$ cat src/rtl/bgu_pkg.sv
// Shared widths, codes, state encoding and divider handshake types of the grid upsampler.
package bgu_pkg;

   localparam int HEIGHT_W    = 24;
   localparam int COORD_W     = 7;
   localparam int INDEX_W     = 8;
   localparam int SPARSE_W    = 4;
   localparam int FULL_W      = 7;
   localparam int CSR_INDEX_W = 1;
   localparam int CSR_DATA_W  = 7;

   // Largest sparse grid size honored; larger settings saturate to it. The sample
   // store holds one full sparse grid of this size.
   localparam int SPARSE_MAX = 15;

   // Largest fine grid size honored; larger settings saturate to it.
   localparam int FULL_MAX = 64;

   // Divider, blend weight and accumulator widths.
   localparam int DIV_W   = 40;
   localparam int QUO_W   = 24;
   localparam int STEP_W  = 5;
   localparam int WPROD_W = 14;
   localparam int HPROD_W = HEIGHT_W + WPROD_W + 1;
   localparam int ACC_W   = 40;

   localparam logic [STEP_W-1:0] AXIS_STEPS  = 5'd4;
   localparam logic [STEP_W-1:0] FINAL_STEPS = 5'd24;
   localparam int AXIS_SHIFT  = 3;
   localparam int FINAL_SHIFT = 24;

   localparam logic CMD_LOAD  = 1'b0;
   localparam logic CMD_QUERY = 1'b1;

   localparam logic [CSR_INDEX_W-1:0] CSR_SPARSE_SIZE = 1'b0;
   localparam logic [CSR_INDEX_W-1:0] CSR_FULL_SIZE   = 1'b1;

   localparam logic [SPARSE_W-1:0] SPARSE_RESET = 4'd1;
   localparam logic [FULL_W-1:0]   FULL_RESET   = 7'd2;

   localparam logic [1:0] CORNER_NW = 2'd0;
   localparam logic [1:0] CORNER_NE = 2'd1;
   localparam logic [1:0] CORNER_SW = 2'd2;
   localparam logic [1:0] CORNER_SE = 2'd3;

   typedef enum logic [8:0] {
      ST_IDLE  = 9'b000000001,
      ST_ROW   = 9'b000000010,
      ST_COL   = 9'b000000100,
      ST_FETCH = 9'b000001000,
      ST_HMUL  = 9'b000010000,
      ST_ACC   = 9'b000100000,
      ST_FIN   = 9'b001000000,
      ST_DIV   = 9'b010000000,
      ST_DONE  = 9'b100000000
   } state_type;

   typedef struct packed {
      logic              start;
      logic [DIV_W-1:0]  dividend;
      logic [DIV_W-1:0]  divisor;
      logic [STEP_W-1:0] steps;
   } div_req_type;

   typedef struct packed {
      logic             done;
      logic [QUO_W-1:0] quotient;
      logic [DIV_W-1:0] remainder;
   } div_rsp_type;

endpackage

$ cat src/rtl/bgu_div.sv
// Shared restoring divider: one compare and subtract per cycle.
module bgu_div import bgu_pkg::*; (
   input  logic        clock,
   input  logic        reset,
   input  div_req_type div_req,
   output div_rsp_type div_rsp
);

   logic              running_ff, running_in;
   logic              done_ff, done_in;
   logic [STEP_W-1:0] cnt_ff, cnt_in;
   logic [DIV_W-1:0]  rem_ff, rem_in;
   logic [DIV_W-1:0]  dvs_ff, dvs_in;
   logic [QUO_W-1:0]  quo_ff, quo_in;
   logic              fits;

   // The divisor arrives pre-shifted so that the first step tests the top quotient bit.
   always_comb begin
      fits       = (rem_ff >= dvs_ff);
      running_in = running_ff;
      done_in    = 1'b0;
      cnt_in     = cnt_ff;
      rem_in     = rem_ff;
      dvs_in     = dvs_ff;
      quo_in     = quo_ff;
      if (div_req.start) begin
         running_in = 1'b1;
         cnt_in     = div_req.steps;
         rem_in     = div_req.dividend;
         dvs_in     = div_req.divisor;
         quo_in     = '0;
      end else if (running_ff) begin
         if (fits) begin
            rem_in = rem_ff - dvs_ff;
         end
         quo_in = {quo_ff[QUO_W-2:0], fits};
         dvs_in = dvs_ff >> 1;
         cnt_in = cnt_ff - 1'b1;
         if (cnt_ff == STEP_W'(1)) begin
            running_in = 1'b0;
            done_in    = 1'b1;
         end
      end
   end

   always_ff @(posedge clock) begin
      if (reset) begin
         running_ff <= 1'b0;
         done_ff    <= 1'b0;
      end else begin
         running_ff <= running_in;
         done_ff    <= done_in;
      end
      cnt_ff <= cnt_in;
      rem_ff <= rem_in;
      dvs_ff <= dvs_in;
      quo_ff <= quo_in;
   end

   assign div_rsp.done      = done_ff;
   assign div_rsp.quotient  = quo_ff;
   assign div_rsp.remainder = rem_ff;

endmodule

$ cat config.mk
export PLATFORM = sky130hd
export DESIGN_NAME = bgu_div
export DESIGN_NICKNAME = d
export VERILOG_FILES = /design/src/rtl/bgu_pkg.sv /design/src/rtl/bgu_div.sv
export SDC_FILE = /design/constraint.sdc
export NUM_CORES = 1
export LEC_CHECK = 0
export ABC_AREA = 1
export ABC_CLOCK_PERIOD_IN_PS = 3600
export BUFFER_PORTS_ARGS = -buffer_cell sky130_fd_sc_hd__buf_2
export CORE_MARGIN = 5
export CORE_UTILIZATION = 40
export DETAILED_ROUTE_END_ITERATION = 8
export SETUP_SLACK_MARGIN = 0.3
export SYNTH_ARGS = -nofsm -noshare
export SYNTH_HDL_FRONTEND = slang
export SYNTH_SLANG_ARGS = --single-unit
$ cat constraint.sdc
create_clock -name clock -period 3.6 [get_ports clock]
set_input_delay 0.36 -clock clock [delete_from_list [all_inputs] [get_ports clock]]
set_output_delay 0.36 -clock clock [all_outputs]
set_load 0.05 [all_outputs]
# After elaboration in Yosys (flattened, before gate mapping)
# Index checks and enable logic that the tools add are counted.
[classes]
add_sub_neg = 2
n_lt_le_gt_ge = 1
n_eq_ne = 1
n_mux = 11
n_bitwise = 1
n_reduce_logical = 4
[op_table]
columns = ["op", "n"]
rows = [
  ["two-way mux 40 bit", 5],
  [">= comparator 40 bit", 1],
  ["subtractor 40 bit", 1],
  ["two-way mux 5 bit", 2],
  ["== test 5 x 1 -> 1 bit, second input constant", 1],
  ["subtractor 5 x 1 -> 5 bit, second input constant", 1],
  ["two-way mux 1 bit", 4],
  ["nonzero test 2 bit", 2],
  ["OR reduction 3 bit", 1],
  ["AND reduction 2 bit", 1],
  ["NOT 1 bit", 1],
]
[word_totals]
reg_bits = 111
in_bits = 88
out_inout_bits = 65
wordCells = 26

# Longest topological paths before layout
# Gate-level depths: netlist of run 1.
[depth]
ltp_word = 4
depth_mapped = 15
depth_no_buf = 15

# Worst setup path before layout of run 1
# OpenSTA, ideal clock, no wires.
[synth_path]
kind = "flip-flop to flip-flop"
start = "register rem_ff[0]"
end = "register rem_ff[0], enable pin"
setup_ps = 530
t_arrival_ps = 2674
t_required_ps = 3070
setup_slack_ps = 396
path_stages_with_launch = 15
n_path_buf = 0
period_less_slack_ps = 3204
cell_sequence = "edfxtp_1 inv_1 ha_1 inv_1 fa_1 nand3_1 nand3_2 nand2_1 nand3_2 nand2_1 nand3_1 nand3_1 nand2_1 nand2_1 nand2_1"
[synth_between]
elab_chain_cells = 3
[synth_rtl]
columns = ["item", "line", "rtl"]
rows = [
  ["start: declaration", "bgu_div.sv:12", "logic [DIV_W-1:0] rem_ff, rem_in;"],
  ["start signal: assignment", "bgu_div.sv:55", "rem_ff <= rem_in;"],
  [">= comparator 40 bit", "bgu_div.sv:19", "fits = (rem_ff >= dvs_ff);"],
  ["nonzero test 2 bit (no line)", "--", ""],
  ["AND reduction 2 bit (no line)", "--", ""],
]
# Every way passes these cells.
# A chain may end at the register's enable or synchronous reset.

# Final worst setup path of run 1
[layout_path]
start = "register rem_ff[0]"
end = "register rem_ff[28], enable pin"
# Same word-level chain as after synthesis.

==> results of run 1 <==
[kinds of logic after synthesis]
group,count (synthesis),synth area share (%)
simple gates,546,30.0
buf+inv,217,10.9
compound gates,132,9.38
flops,111,40.8
fa+ha+maj,43,7.24
xor+xnor,15,1.74
[worst register-to-register path: cells and delay by family, from the launching register on]
family | cells | cell delay [ns]
adder cells (fa/ha/maj) | 2 | 0.56
buffers and inverters | 3 | 0.44
AND/OR/NAND/NOR | 10 | 1.17
flip-flops | 1 | 0.39
[metrics by stage]
stage | hold slack (ns) | power [uW]
2_1_floorplan | 0.439 | 3640
3_3_place_gp | 0.437 | 4260
3_5_place_dp | 0.449 | 4270
4_1_cts | 0.162 | 5310
5_1_grt | 0.172 | 5680
6_report | 0.169 | 5270
[area by class of cell]
cell class | count | area (sq um) | area share [%]
clock inverter | 5 | 46.3 | 0.521
tap | 234 | 293 | 3.30
inverter | 194 | 728 | 8.20
sequential | 111 | 3070 | 34.6
timing repair buffer | 157 | 838 | 9.44
clock buffer | 11 | 254 | 2.86
multi-input combinational | 736 | 3640 | 41.1
[worst max-delay path by stage]
stage,endpoint,slack [ns],cells after the start
global placement,rem_ff[28],0.87,15
detailed placement,rem_ff[28],0.77,15
CTS,rem_ff[28],0.74,15
global route,rem_ff[28],0.52,15
floorplan,rem_ff[0],0.40,14
finish,rem_ff[28],0.78,15
[cells in the final DEF, fill, tap and decap left out, types with 21 or more instances in the layout]
cell type and instances:
nor2_1 76, o22ai_1 21, a21oi_1 32, dfxtp_1 26
buf_2 151, edfxtp_1 85, nand3_1 53, ha_1 42
nand2_1 370, o21ai_0 65, inv_1 183
[layer usage]
layer  share of wire [%]  vias to the layer above  track usage [%]  routed length, microns
li1                    -                     3641                -                       -
met1                  50                     3080             26.2                   10200
met2                  42                      147             28.6                    8490
met3                 6.6                       27             5.31                    1340
met4                 1.8                        4             5.78                     366
met5                0.13                        -                0                      27
[registers in the layout (all words and copies together), names as in the netlist]
| signal | cells |
|---|---|
| rem_ff | 40 |
| done_ff | 1 |
| dvs_ff | 40 |
| running_ff | 1 |
| cnt_ff | 5 |
| quo_ff | 24 |
[report_power, final]
group	switching, uW	internal (uW)
sequential	78.0	1610
combinational	1760	790
clock	499	526
==> impl_results.html, run 1 <==
<table>
<tr><th>Metric</th><th>Value</th></tr>
<tr><th colspan="2">Synthesis</th></tr>
<tr><td>Async S/R FF share, synth</td><td>0%</td></tr>
<tr><td>Post-synthesis cell type with the largest combined area</td><td>edfxtp_1</td></tr>
<tr><td>Synthesis-stage register bit count</td><td>111</td></tr>
<tr><td>Cells taking the most area after synthesis</td><td>edfxtp_1 (34%), nand2_1 (18%), inv_1 (9.2%)</td></tr>
<tr><td>Share of the synthesized area in the top cell type</td><td>33.9%</td></tr>
<tr><td>Top post-synthesis cells by count</td><td>nand2_1 (371), inv_1 (184), edfxtp_1 (85), nor2_1 (76), o21ai_0 (65)</td></tr>
<tr><td>Gate count of the mapped netlist</td><td>1064</td></tr>
<tr><td>Number of warnings printed during yosys synthesis</td><td>0</td></tr>
<tr><td>Most numerous cell in the Yosys netlist</td><td>nand2_1</td></tr>
<tr><td>Top FF cell, synth</td><td>edfxtp_1</td></tr>
<tr><td>Number of flops mapped to enable cells by yosys</td><td>85</td></tr>
<tr><td>Share of the yosys chip area belonging to registers</td><td>40.8%</td></tr>
<tr><td>Post-Synthesis Net Count</td><td>1195</td></tr>
<tr><td>Post-Syn Area</td><td>0.00754 sq mm</td></tr>
<tr><td>Count of different cell masters after synthesis</td><td>33</td></tr>
<tr><td>Post-Synthesis Mean Instance Area</td><td>7.09 sq um</td></tr>
<tr><th colspan="2">Status</th></tr>
<tr><td>Run status</td><td>finished, final reports clean</td></tr>
<tr><th colspan="2">Final layout</th></tr>
<tr><td>Total of fill cells in the finished design</td><td>1952</td></tr>
<tr><td>Design Area, Final</td><td>0.00888 sq mm</td></tr>
<tr><td>Post-layout nets</td><td>1340</td></tr>
<tr><td>Synthesis-to-finish area growth</td><td>17.8%</td></tr>
<tr><td>Share of post-route cells with drive strength above 1</td><td>17.5%</td></tr>
<tr><td>Final Core Density</td><td>47.6%</td></tr>
<tr><td>Final antenna diode count</td><td>0</td></tr>
<tr><td>Final std cells w/o fill</td><td>1448</td></tr>
<tr><th colspan="2">Timing</th></tr>
<tr><td>Slew at the pin closest to its max-slew limit</td><td>0.670 ns</td></tr>
<tr><td>Final setup slack of the worst path</td><td>0.783 ns</td></tr>
<tr><td>Final slew viol count</td><td>0</td></tr>
<tr><td>Setup repair after global routing missed its margin</td><td>false</td></tr>
<tr><td>Worst Skew</td><td>0.0131 ns</td></tr>
<tr><td>Headroom to the max-slew limit</td><td>55.3%</td></tr>
<tr><td>Maximum frequency from static timing analysis</td><td>355 MHz</td></tr>
<tr><td>Hold Vio Cnt, Final</td><td>0</td></tr>
<tr><td>Summed negative setup slack over all endpoints</td><td>0 ns</td></tr>
<tr><td>Setup violation total in the final timing report</td><td>0</td></tr>
<tr><td>Minimum clock period</td><td>2.82 ns</td></tr>
<tr><td>Post-route fraction of the period consumed by the critical path</td><td>78.2%</td></tr>
<tr><th colspan="2">Power and ir drop</th></tr>
<tr><td>Max rail drop VDD</td><td>268 uV</td></tr>
<tr><td>Cell area power density</td><td>593 mW/mm^2</td></tr>
<tr><td>LEAKAGE</td><td>0.00455 uW</td></tr>
<tr><th colspan="2">Floorplanning</th></tr>
<tr><td>Die span in y</td><td>147 microns</td></tr>
<tr><td>Cell Rows</td><td>50</td></tr>
<tr><td>X dimension of the die</td><td>147 microns</td></tr>
<tr><td>Area of the core</td><td>0.0186 sq mm</td></tr>
<tr><td>Full die area</td><td>0.0217 sq mm</td></tr>
<tr><td>Starting utilization of the core area</td><td>40.4%</td></tr>
<tr><td>Number of top-level design ports</td><td>153</td></tr>
<tr><th colspan="2">Clocking</th></tr>
<tr><td>Number of buffers added by the clock tree synthesis step</td><td>9</td></tr>
<tr><td>Post-CTS Hold Fix Bufs</td><td>0</td></tr>
<tr><td>Maximum root-to-sink buffer count</td><td>2</td></tr>
<tr><td>TritonCTS clock tree</td><td>done</td></tr>
<tr><td>Clk slew on worst S/H paths</td><td>0.08 ns</td></tr>
<tr><td>H-Tree Depth</td><td>3</td></tr>
<tr><td>Root cell of the clock tree</td><td>clkbuf_16</td></tr>
<tr><td>Count of instances resized after the clock tree is built</td><td>0</td></tr>
<tr><td>Count of buffers added by post-CTS timing repair for setup</td><td>0</td></tr>
<tr><td>CTS Sinks</td><td>111</td></tr>
<tr><td>Latest clock arrival within the worst-skew pair</td><td>0.36 ns</td></tr>
<tr><th colspan="2">Setup path</th></tr>
<tr><td>Worst r2r path cells</td><td>15</td></tr>
<tr><td>Launch instance of the worst register-to-register path</td><td>rem_ff[0]</td></tr>
<tr><td>Critical Path, Cell by Cell</td><td>inv_1, ha_1, inv_1, fa_1, nand3_1, nand3_2, nand2_1, nand3_2, nand2_1, nand3_1, nand3_1, nand2_1, nand2_1, nand2_2, buf_12</td></tr>
<tr><td>CP arrival</td><td>2.93 ns</td></tr>
<tr><td>Capturing element type of the critical path</td><td>flop</td></tr>
<tr><td>Type of the setup path with the least slack</td><td>reg2reg</td></tr>
<tr><td>Start point of the critical path</td><td>rem_ff[0]</td></tr>
<tr><td>Top cell family by delay on the critical path</td><td>simple AND/OR/NAND/NOR gates</td></tr>
<tr><td>Critical path startpoint category</td><td>flop</td></tr>
<tr><td>Critical-path cell with the highest stage delay</td><td>fa_1</td></tr>
<tr><td>Highest net fanout along the worst path</td><td>23</td></tr>
<tr><td>Largest stage delay on the critical path</td><td>0.43 ns</td></tr>
<tr><td>R2R setup slack</td><td>0.78 ns</td></tr>
<tr><td>Crit path buf inv count</td><td>3</td></tr>
<tr><td>Most Frequent Cell on Critical Path</td><td>nand2_1</td></tr>
<tr><td>Data required time of the worst path</td><td>3.71 ns</td></tr>
<tr><td>Reg-to-reg critical path endpoint</td><td>rem_ff[28]</td></tr>
<tr><th colspan="2">Route</th></tr>
<tr><td>Detailed-route via count</td><td>6899</td></tr>
<tr><td>Average vias per placed instance</td><td>4.76</td></tr>
<tr><td>Post-detailed-routing wire length</td><td>20400 microns</td></tr>
<tr><td>Number of optimization iterations in the first detailed-route pass</td><td>4</td></tr>
<tr><td>Starting DRC count in detailed routing</td><td>408</td></tr>
<tr><td>Routed len/inst</td><td>14.1 microns</td></tr>
<tr><td>Number of antenna-violating nets in the routed design</td><td>0</td></tr>
<tr><td>Number of DRC violations after detailed routing</td><td>0</td></tr>
<tr><th colspan="2">Place</th></tr>
<tr><td>Final RePlAce weighted congestion</td><td>0.883</td></tr>
<tr><td>Input/output buffers</td><td>152</td></tr>
<tr><td>Area after DPL</td><td>0.00858 sq mm</td></tr>
<tr><td>DP Cell Count</td><td>1432</td></tr>
<tr><td>Worst setup slack after placement</td><td>0.766 ns</td></tr>
<tr><td>Post-detail-place hpwl</td><td>16100 microns</td></tr>
<tr><th colspan="2">Global route</th></tr>
<tr><td>Pin count of the biggest net entering global routing</td><td>130</td></tr>
<tr><td>Overflow after GRT</td><td>0</td></tr>
<tr><td>Global-route total usage across every layer</td><td>18.8%</td></tr>
<tr><td>Vias in the first global route</td><td>6738</td></tr>
<tr><td>Antenna violations before repair</td><td>2</td></tr>
<tr><td>First-pass GRT wire length</td><td>33100 microns</td></tr>
<tr><th colspan="2">Run</th></tr>
<tr><td>MaxCap Viol Count</td><td>0</td></tr>
<tr><th colspan="2">Hold path</th></tr>
<tr><td>Class of the tightest hold or removal check</td><td>in2reg</td></tr>
<tr><td>Worst min-delay path startpoint</td><td>reset</td></tr>
<tr><td>Hold Path Depth</td><td>2</td></tr>
<tr><td>End point of the most critical hold path</td><td>done_ff</td></tr>
</table>
Power figures use the tool's default switching activity.
==> run 2: changes to the inputs <==
--- a/config.mk
+++ b/config.mk
@@ -6,7 +6,7 @@
 export NUM_CORES = 1
 export LEC_CHECK = 0
 export ABC_AREA = 1
-export ABC_CLOCK_PERIOD_IN_PS = 3600
+export ABC_CLOCK_PERIOD_IN_PS = 2500
 export BUFFER_PORTS_ARGS = -buffer_cell sky130_fd_sc_hd__buf_2
 export CORE_MARGIN = 5
 export CORE_UTILIZATION = 40
==> constraint.sdc (replaced) <==
create_clock -name clock -period 2.5 [get_ports clock]
set_input_delay 0.25 -clock clock [delete_from_list [all_inputs] [get_ports clock]]
set_output_delay 0.25 -clock clock [all_outputs]
set_load 0.05 [all_outputs]
==> run 2 against run 1 <==
  * Sequential power is 48% higher
  * Non-clock buffer count is 35 higher
  * Clock-buffer cell count is 2 higher
  * First-iteration DRC count is 5.4% lower
  * Via count is 3.5% higher
==> impl_results.html, run 2 (synthesis results as in run 1) <==
<table>
<tr><th>Metric</th><th>Value</th></tr>
<tr><th colspan="2">Place</th></tr>
<tr><td>Area after DPL</td><td>0.00871 sq mm</td></tr>
<tr><td>Post-detail-place hpwl</td><td>16600 microns</td></tr>
<tr><td>Final RePlAce weighted congestion</td><td>0.924</td></tr>
<tr><td>Worst setup slack after placement</td><td>0.0656 ns</td></tr>
<tr><td>Input/output buffers</td><td>152</td></tr>
<tr><th colspan="2">Floorplanning</th></tr>
<tr><td>Area of the core</td><td>0.0186 sq mm</td></tr>
<tr><td>Cell Rows</td><td>50</td></tr>
<tr><td>Number of top-level design ports</td><td>153</td></tr>
<tr><td>Full die area</td><td>0.0217 sq mm</td></tr>
<tr><td>Starting utilization of the core area</td><td>40.4%</td></tr>
<tr><td>X dimension of the die</td><td>147 microns</td></tr>
<tr><td>Die span in y</td><td>147 microns</td></tr>
<tr><th colspan="2">Setup path</th></tr>
<tr><td>Critical path startpoint category</td><td>flop</td></tr>
<tr><td>Highest net fanout along the worst path</td><td>8</td></tr>
<tr><td>Type of the setup path with the least slack</td><td>reg2reg</td></tr>
<tr><td>Capturing element type of the critical path</td><td>flop</td></tr>
<tr><td>Worst r2r path cells</td><td>12</td></tr>
<tr><td>Data required time of the worst path</td><td>2.59 ns</td></tr>
<tr><td>Launch instance of the worst register-to-register path</td><td>dvs_ff[10]</td></tr>
<tr><td>Reg-to-reg critical path endpoint</td><td>rem_ff[36]</td></tr>
<tr><td>R2R setup slack</td><td>0.22 ns</td></tr>
<tr><td>CP arrival</td><td>2.37 ns</td></tr>
<tr><th colspan="2">Final layout</th></tr>
<tr><td>Share of post-route cells with drive strength above 1</td><td>28.3%</td></tr>
<tr><td>Largest registers ranked by flip-flop count</td><td>dvs_ff x40, rem_ff x40, quo_ff x24</td></tr>
<tr><td>Commonest non-fill, non-tap cell in the layout</td><td>nand2_1</td></tr>
<tr><td>Commonest non-fill, non-tap cells in the layout</td><td>nand2_1 (344), inv_1 (180), buf_2 (151), edfxtp_1 (85), nor2_1 (65)</td></tr>
<tr><td>Design Area, Final</td><td>0.0100 sq mm</td></tr>
<tr><td>Synthesis-to-finish area growth</td><td>32.9%</td></tr>
<tr><td>Post-layout nets</td><td>1382</td></tr>
<tr><th colspan="2">Route</th></tr>
<tr><td>Number of antenna-violating nets in the routed design</td><td>0</td></tr>
<tr><td>Average vias per placed instance</td><td>4.79</td></tr>
<tr><td>Starting DRC count in detailed routing</td><td>386</td></tr>
<tr><td>Post-detailed-routing wire length</td><td>22300 microns</td></tr>
<tr><td>Routed len/inst</td><td>15.0 microns</td></tr>
<tr><td>Detailed-route via count</td><td>7143</td></tr>
<tr><td>Number of DRC violations after detailed routing</td><td>0</td></tr>
<tr><td>Number of optimization iterations in the first detailed-route pass</td><td>5</td></tr>
<tr><th colspan="2">Clocking</th></tr>
<tr><td>Clk slew on worst S/H paths</td><td>0.08 ns</td></tr>
<tr><td>Latest clock arrival within the worst-skew pair</td><td>0.36 ns</td></tr>
<tr><td>TritonCTS clock tree</td><td>done</td></tr>
<tr><td>CTS Sinks</td><td>111</td></tr>
<tr><td>Root cell of the clock tree</td><td>clkbuf_16</td></tr>
<tr><td>Maximum root-to-sink buffer count</td><td>2</td></tr>
<tr><td>Number of buffers added by the clock tree synthesis step</td><td>9</td></tr>
<tr><td>Post-CTS Hold Fix Bufs</td><td>0</td></tr>
<tr><td>H-Tree Depth</td><td>3</td></tr>
<tr><th colspan="2">Power and ir drop</th></tr>
<tr><td>Total design power</td><td>8580 uW</td></tr>
<tr><td>Cell area power density</td><td>857 mW/mm^2</td></tr>
<tr><td>LEAKAGE</td><td>0.00484 uW</td></tr>
<tr><td>Max rail drop VDD</td><td>404 uV</td></tr>
<tr><th colspan="2">Timing</th></tr>
<tr><td>Headroom to the max-slew limit</td><td>47.6%</td></tr>
<tr><td>Final slew viol count</td><td>0</td></tr>
<tr><td>Slew at the pin closest to its max-slew limit</td><td>0.784 ns</td></tr>
<tr><td>Final setup slack of the worst path</td><td>0.220 ns</td></tr>
<tr><td>Post-route fraction of the period consumed by the critical path</td><td>91.2%</td></tr>
<tr><td>Worst Skew</td><td>0.00984 ns</td></tr>
<tr><td>Setup repair after global routing missed its margin</td><td>true</td></tr>
<tr><td>Summed negative setup slack over all endpoints</td><td>0 ns</td></tr>
<tr><td>Minimum clock period</td><td>2.28 ns</td></tr>
<tr><td>Maximum frequency from static timing analysis</td><td>439 MHz</td></tr>
<tr><td>Hold Vio Cnt, Final</td><td>0</td></tr>
<tr><td>Setup violation total in the final timing report</td><td>0</td></tr>
<tr><th colspan="2">Run</th></tr>
<tr><td>MaxCap Viol Count</td><td>0</td></tr>
<tr><th colspan="2">Global route</th></tr>
<tr><td>First-pass GRT wire length</td><td>35100 microns</td></tr>
<tr><td>Overflow after GRT</td><td>0</td></tr>
<tr><td>Global-route total usage across every layer</td><td>20.1%</td></tr>
<tr><td>Antenna violations before repair</td><td>2</td></tr>
<tr><td>Pin count of the biggest net entering global routing</td><td>115</td></tr>
<tr><td>Vias in the first global route</td><td>7002</td></tr>
<tr><th colspan="2">Status</th></tr>
<tr><td>Run status</td><td>finished, final reports clean</td></tr>
<tr><th colspan="2">Hold path</th></tr>
<tr><td>Class of the tightest hold or removal check</td><td>in2reg</td></tr>
<tr><td>Worst min-delay path startpoint</td><td>reset</td></tr>
<tr><td>Hold Path Depth</td><td>2</td></tr>
<tr><td>End point of the most critical hold path</td><td>done_ff</td></tr>
</table>
run 2: cell count changes in the layout (fill, tap and decap cells not counted), sizes merged:
cell | previous run | this run
nand2 | 384 | 391
buf | 157 | 192
clkinv | 4 | 3
inv | 195 | 194
clkbuf | 11 | 13
diode | 0 | 2
run 2: where the power goes:
group          internal (uW)  switching, uW  total, uW
clock                    837            702       1540
sequential              2330            178       2500
combinational           1670           2870       4540
run 2: worst max-delay path, cell delays in order, from the launching register on:
cell and delay, ns:
edfxtp_1 0.38, inv_1 0.12, ha_4 0.23, nand2_2 0.14, inv_2 0.07, a21oi_4 0.19, o21bai_1 0.11, nand2_1 0.12
nand3_2 0.10, nand3_2 0.09, nand2_4 0.07, nand2_8 0.24, nand2_8 0.13
run 2: layer usage:
| layer | wire length [microns] | global-route usage, % |
|---|---|---|
| met1 | 10500 | 26.8 |
| met2 | 9830 | 32.0 |
| met3 | 1660 | 5.92 |
| met4 | 378 | 5.59 |
| met5 | 7 | 0 |
run 2: timing repair:
| item | 4_1_cts | 5_1_grt |
|---|---|---|
| setup buffers | 3 | 18 |
| endpoints found under the setup margin | 52 | 66 |
| pin swaps | 16 | 31 |
| gates cloned | 7 | 0 |
| resized for setup | 37 | 90 |
run 2: per-stage QoR:
step,hold slack (ns),utilization (%),cells
floorplan,0.329,-,1064
global placement,0.434,46.7,1446
detailed placement,0.437,46.7,1446
CTS,0.0512,50.1,1472
global route,0.0779,53.7,1491
finish,0.0641,53.7,1492
run 2: worst max path at each step:
stage               slack (ns)          to        from
global route              0.11  rem_ff[10]  dvs_ff[22]
detailed placement        0.07  rem_ff[27]  rem_ff[21]
floorplan                 0.03   rem_ff[0]   rem_ff[0]
CTS                       0.20  rem_ff[10]  rem_ff[25]
global placement          0.15  rem_ff[11]  rem_ff[23]
finish                    0.22  rem_ff[36]  dvs_ff[10]
run 2: final cells by class:
type                    instances  area, sq um
well taps                     234          293
repair buffers                192         1100
inverters                     194          728
multi-input cells             743         4500
clock inverters                 3         26.3
diodes                          2         5.00
fillers                      1832         8620
flip-flops and latches        111         3070
clock buffers                  13          293
==> run 3: changes to the inputs <==
--- a/config.mk
+++ b/config.mk
@@ -9,9 +9,9 @@
 export ABC_CLOCK_PERIOD_IN_PS = 2500
 export BUFFER_PORTS_ARGS = -buffer_cell sky130_fd_sc_hd__buf_2
 export CORE_MARGIN = 5
-export CORE_UTILIZATION = 40
+export CORE_UTILIZATION = 51
 export DETAILED_ROUTE_END_ITERATION = 8
-export SETUP_SLACK_MARGIN = 0.3
+export PLACE_DENSITY = 0.78
 export SYNTH_ARGS = -nofsm -noshare
 export SYNTH_HDL_FRONTEND = slang
 export SYNTH_SLANG_ARGS = --single-unit
==> run 3 against run 2 <==
  * The flow now finishes with violations (max-capacitance violations)
  * Final cell count down 4.8%
  * Hold slack improved by 0.0022 ns
  * Via count up 1.2%
  * Clock-buffer cell count shrank 3
  * Critical path type unchanged
==> impl_results.html, run 3 (synthesis results as in run 1) <==
<table>
<tr><th>Metric</th><th>Value</th></tr>
<tr><th colspan="2">Status</th></tr>
<tr><td>Run status</td><td>finished, violations left</td></tr>
<tr><td>Violated checks</td><td>max-capacitance violations</td></tr>
<tr><th colspan="2">Route</th></tr>
<tr><td>Post-detailed-routing wire length</td><td>21300 microns</td></tr>
<tr><td>Number of DRC violations after detailed routing</td><td>0</td></tr>
<tr><td>Routed len/inst</td><td>15.0 microns</td></tr>
<tr><td>Average vias per placed instance</td><td>5.09</td></tr>
<tr><td>Number of optimization iterations in the first detailed-route pass</td><td>5</td></tr>
<tr><td>Number of antenna-violating nets in the routed design</td><td>0</td></tr>
<tr><td>Detailed-route via count</td><td>7227</td></tr>
<tr><td>Starting DRC count in detailed routing</td><td>606</td></tr>
<tr><th colspan="2">Setup path</th></tr>
<tr><td>Launch instance of the worst register-to-register path</td><td>rem_ff[0]</td></tr>
<tr><td>Start point of the critical path</td><td>rem_ff[0]</td></tr>
<tr><td>Worst r2r path cells</td><td>14</td></tr>
<tr><td>Data required time of the worst path</td><td>2.58 ns</td></tr>
<tr><td>Capturing element type of the critical path</td><td>flop</td></tr>
<tr><td>R2R setup slack</td><td>0.09 ns</td></tr>
<tr><td>Type of the setup path with the least slack</td><td>reg2reg</td></tr>
<tr><td>Critical Path, Cell by Cell</td><td>inv_1, ha_2, inv_2, fa_2, nand3_2, nand3_4, nand2_2, nand3_2, nand2_2, nand3_2, nand3_2, nand2_4, nand2_8, nand2_4</td></tr>
<tr><td>Highest net fanout along the worst path</td><td>8</td></tr>
<tr><td>Critical path startpoint category</td><td>flop</td></tr>
<tr><td>Reg-to-reg critical path endpoint</td><td>rem_ff[25]</td></tr>
<tr><td>Largest stage delay on the critical path</td><td>0.39 ns</td></tr>
<tr><td>CP arrival</td><td>2.48 ns</td></tr>
<tr><td>Critical-path cell with the highest stage delay</td><td>fa_2</td></tr>
<tr><td>Crit path buf inv count</td><td>2</td></tr>
<tr><td>Most Frequent Cell on Critical Path</td><td>nand3_2</td></tr>
<tr><td>Top cell family by delay on the critical path</td><td>simple AND/OR/NAND/NOR gates</td></tr>
<tr><th colspan="2">Place</th></tr>
<tr><td>Post-detail-place hpwl</td><td>15800 microns</td></tr>
<tr><td>Worst setup slack after placement</td><td>0.0526 ns</td></tr>
<tr><td>Final RePlAce weighted congestion</td><td>0.925</td></tr>
<tr><td>Input/output buffers</td><td>152</td></tr>
<tr><th colspan="2">Global route</th></tr>
<tr><td>First-pass GRT wire length</td><td>33100 microns</td></tr>
<tr><td>Vias in the first global route</td><td>6870</td></tr>
<tr><td>Antenna violations before repair</td><td>1</td></tr>
<tr><td>Overflow after GRT</td><td>0</td></tr>
<tr><td>Global-route total usage across every layer</td><td>23.1%</td></tr>
<tr><td>Pin count of the biggest net entering global routing</td><td>146</td></tr>
<tr><th colspan="2">Clocking</th></tr>
<tr><td>H-Tree Depth</td><td>3</td></tr>
<tr><td>CTS Sinks</td><td>111</td></tr>
<tr><td>Clk slew on worst S/H paths</td><td>0.08 ns</td></tr>
<tr><td>Number of buffers added by the clock tree synthesis step</td><td>9</td></tr>
<tr><td>Maximum root-to-sink buffer count</td><td>2</td></tr>
<tr><td>Latest clock arrival within the worst-skew pair</td><td>0.37 ns</td></tr>
<tr><td>Root cell of the clock tree</td><td>clkbuf_16</td></tr>
<tr><td>TritonCTS clock tree</td><td>done</td></tr>
<tr><th colspan="2">Timing</th></tr>
<tr><td>Summed negative setup slack over all endpoints</td><td>0 ns</td></tr>
<tr><td>Minimum clock period</td><td>2.41 ns</td></tr>
<tr><td>Final slew viol count</td><td>0</td></tr>
<tr><td>Setup violation total in the final timing report</td><td>0</td></tr>
<tr><td>Slew at the pin closest to its max-slew limit</td><td>1.37 ns</td></tr>
<tr><td>Hold Vio Cnt, Final</td><td>0</td></tr>
<tr><td>Final-layout worst hold slack</td><td>0.0663 ns</td></tr>
<tr><td>Final setup slack of the worst path</td><td>0.0950 ns</td></tr>
<tr><td>Worst Skew</td><td>0.00785 ns</td></tr>
<tr><td>Headroom to the max-slew limit</td><td>8.01%</td></tr>
<tr><td>Post-route fraction of the period consumed by the critical path</td><td>96.2%</td></tr>
<tr><td>Maximum frequency from static timing analysis</td><td>416 MHz</td></tr>
<tr><th colspan="2">Power and ir drop</th></tr>
<tr><td>Total design power</td><td>7850 uW</td></tr>
<tr><td>Cell area power density</td><td>854 mW/mm^2</td></tr>
<tr><td>Max rail drop VDD</td><td>489 uV</td></tr>
<tr><td>LEAKAGE</td><td>0.00466 uW</td></tr>
<tr><th colspan="2">Final layout</th></tr>
<tr><td>Final antenna diode count</td><td>0</td></tr>
<tr><td>Largest registers ranked by flip-flop count</td><td>dvs_ff x40, rem_ff x40, quo_ff x24</td></tr>
<tr><td>Synthesis-to-finish area growth</td><td>21.9%</td></tr>
<tr><td>Commonest non-fill, non-tap cells in the layout</td><td>nand2_1 (366), inv_1 (182), buf_2 (151), edfxtp_1 (85), nor2_1 (73)</td></tr>
<tr><td>Share of post-route cells with drive strength above 1</td><td>21.0%</td></tr>
<tr><td>Commonest non-fill, non-tap cell in the layout</td><td>nand2_1</td></tr>
<tr><td>Post-layout nets</td><td>1362</td></tr>
<tr><th colspan="2">Floorplanning</th></tr>
<tr><td>X dimension of the die</td><td>132 microns</td></tr>
<tr><td>Starting utilization of the core area</td><td>51.9%</td></tr>
<tr><td>Area of the core</td><td>0.0145 sq mm</td></tr>
<tr><td>Die span in y</td><td>132 microns</td></tr>
<tr><td>Number of top-level design ports</td><td>153</td></tr>
<tr><td>Full die area</td><td>0.0173 sq mm</td></tr>
<tr><td>Cell Rows</td><td>44</td></tr>
<tr><th colspan="2">Run</th></tr>
<tr><td>MaxCap Viol Count</td><td>1</td></tr>
<tr><th colspan="2">Hold path</th></tr>
<tr><td>End point of the most critical hold path</td><td>done_ff</td></tr>
<tr><td>Worst min-delay path startpoint</td><td>reset</td></tr>
<tr><td>Hold Path Depth</td><td>2</td></tr>
<tr><td>Class of the tightest hold or removal check</td><td>in2reg</td></tr>
</table>
run 3: worst max-delay path by stage:
stage / to / slack, ns / cells after the start
after CTS: rem_ff[25] / 0.03 / 11
final: rem_ff[25] / 0.09 / 14
after detailed placement: rem_ff[11] / 0.05 / 11
after floorplan: rem_ff[0] / 0.02 / 14
after global placement: rem_ff[10] / 0.15 / 12
after global routing: rem_ff[14] / -0.03 / 14
run 3: per-stage QoR:
step,instances,util (%),area (sq um)
floorplan,1064,-,7560
global placement,1393,59.2,8600
detailed placement,1393,59.2,8600
CTS,1409,61.1,8880
global route,1420,63.2,9190
finish,1420,63.2,9190
run 3: final cells by class:
class | instances | area (sq um)
Clock buffer | 10 | 229
Clock inverter | 6 | 52.6
Fill cell | 1327 | 5340
Inverter | 194 | 728
Multi-Input combinational cell | 743 | 3940
Sequential cell | 111 | 3070
Tap cell | 184 | 230
Timing Repair Buffer | 172 | 938
run 3: what timing repair did:
action,CTS,global route
resized for setup,0,33
hold buffers,0,0
endpoints found under the setup margin,0,42
buffers inserted,0,4
run 3: power breakdown:
| part | total, uW | leakage (uW) | internal, uW | switching, uW |
|---|---|---|---|---|
| clock | 1410 | 0.000139 | 695 | 717 |
| combinational | 3980 | 0.00344 | 1300 | 2680 |
| sequential | 2460 | 0.00107 | 2320 | 136 |
| total | 7850 | 0.00466 | 4310 | 3540 |
run 3: per-layer routing:
metal  share of wire, %  GRT usage, %  wire, microns  vias up
li1                   -             -              -     3702
met1                 45          31.2           9560     3238
met2                 45          35.9           9540      260
met3                8.6          7.91           1840       25
met4                1.7          5.71            359        2
met5              0.061             0             13        -
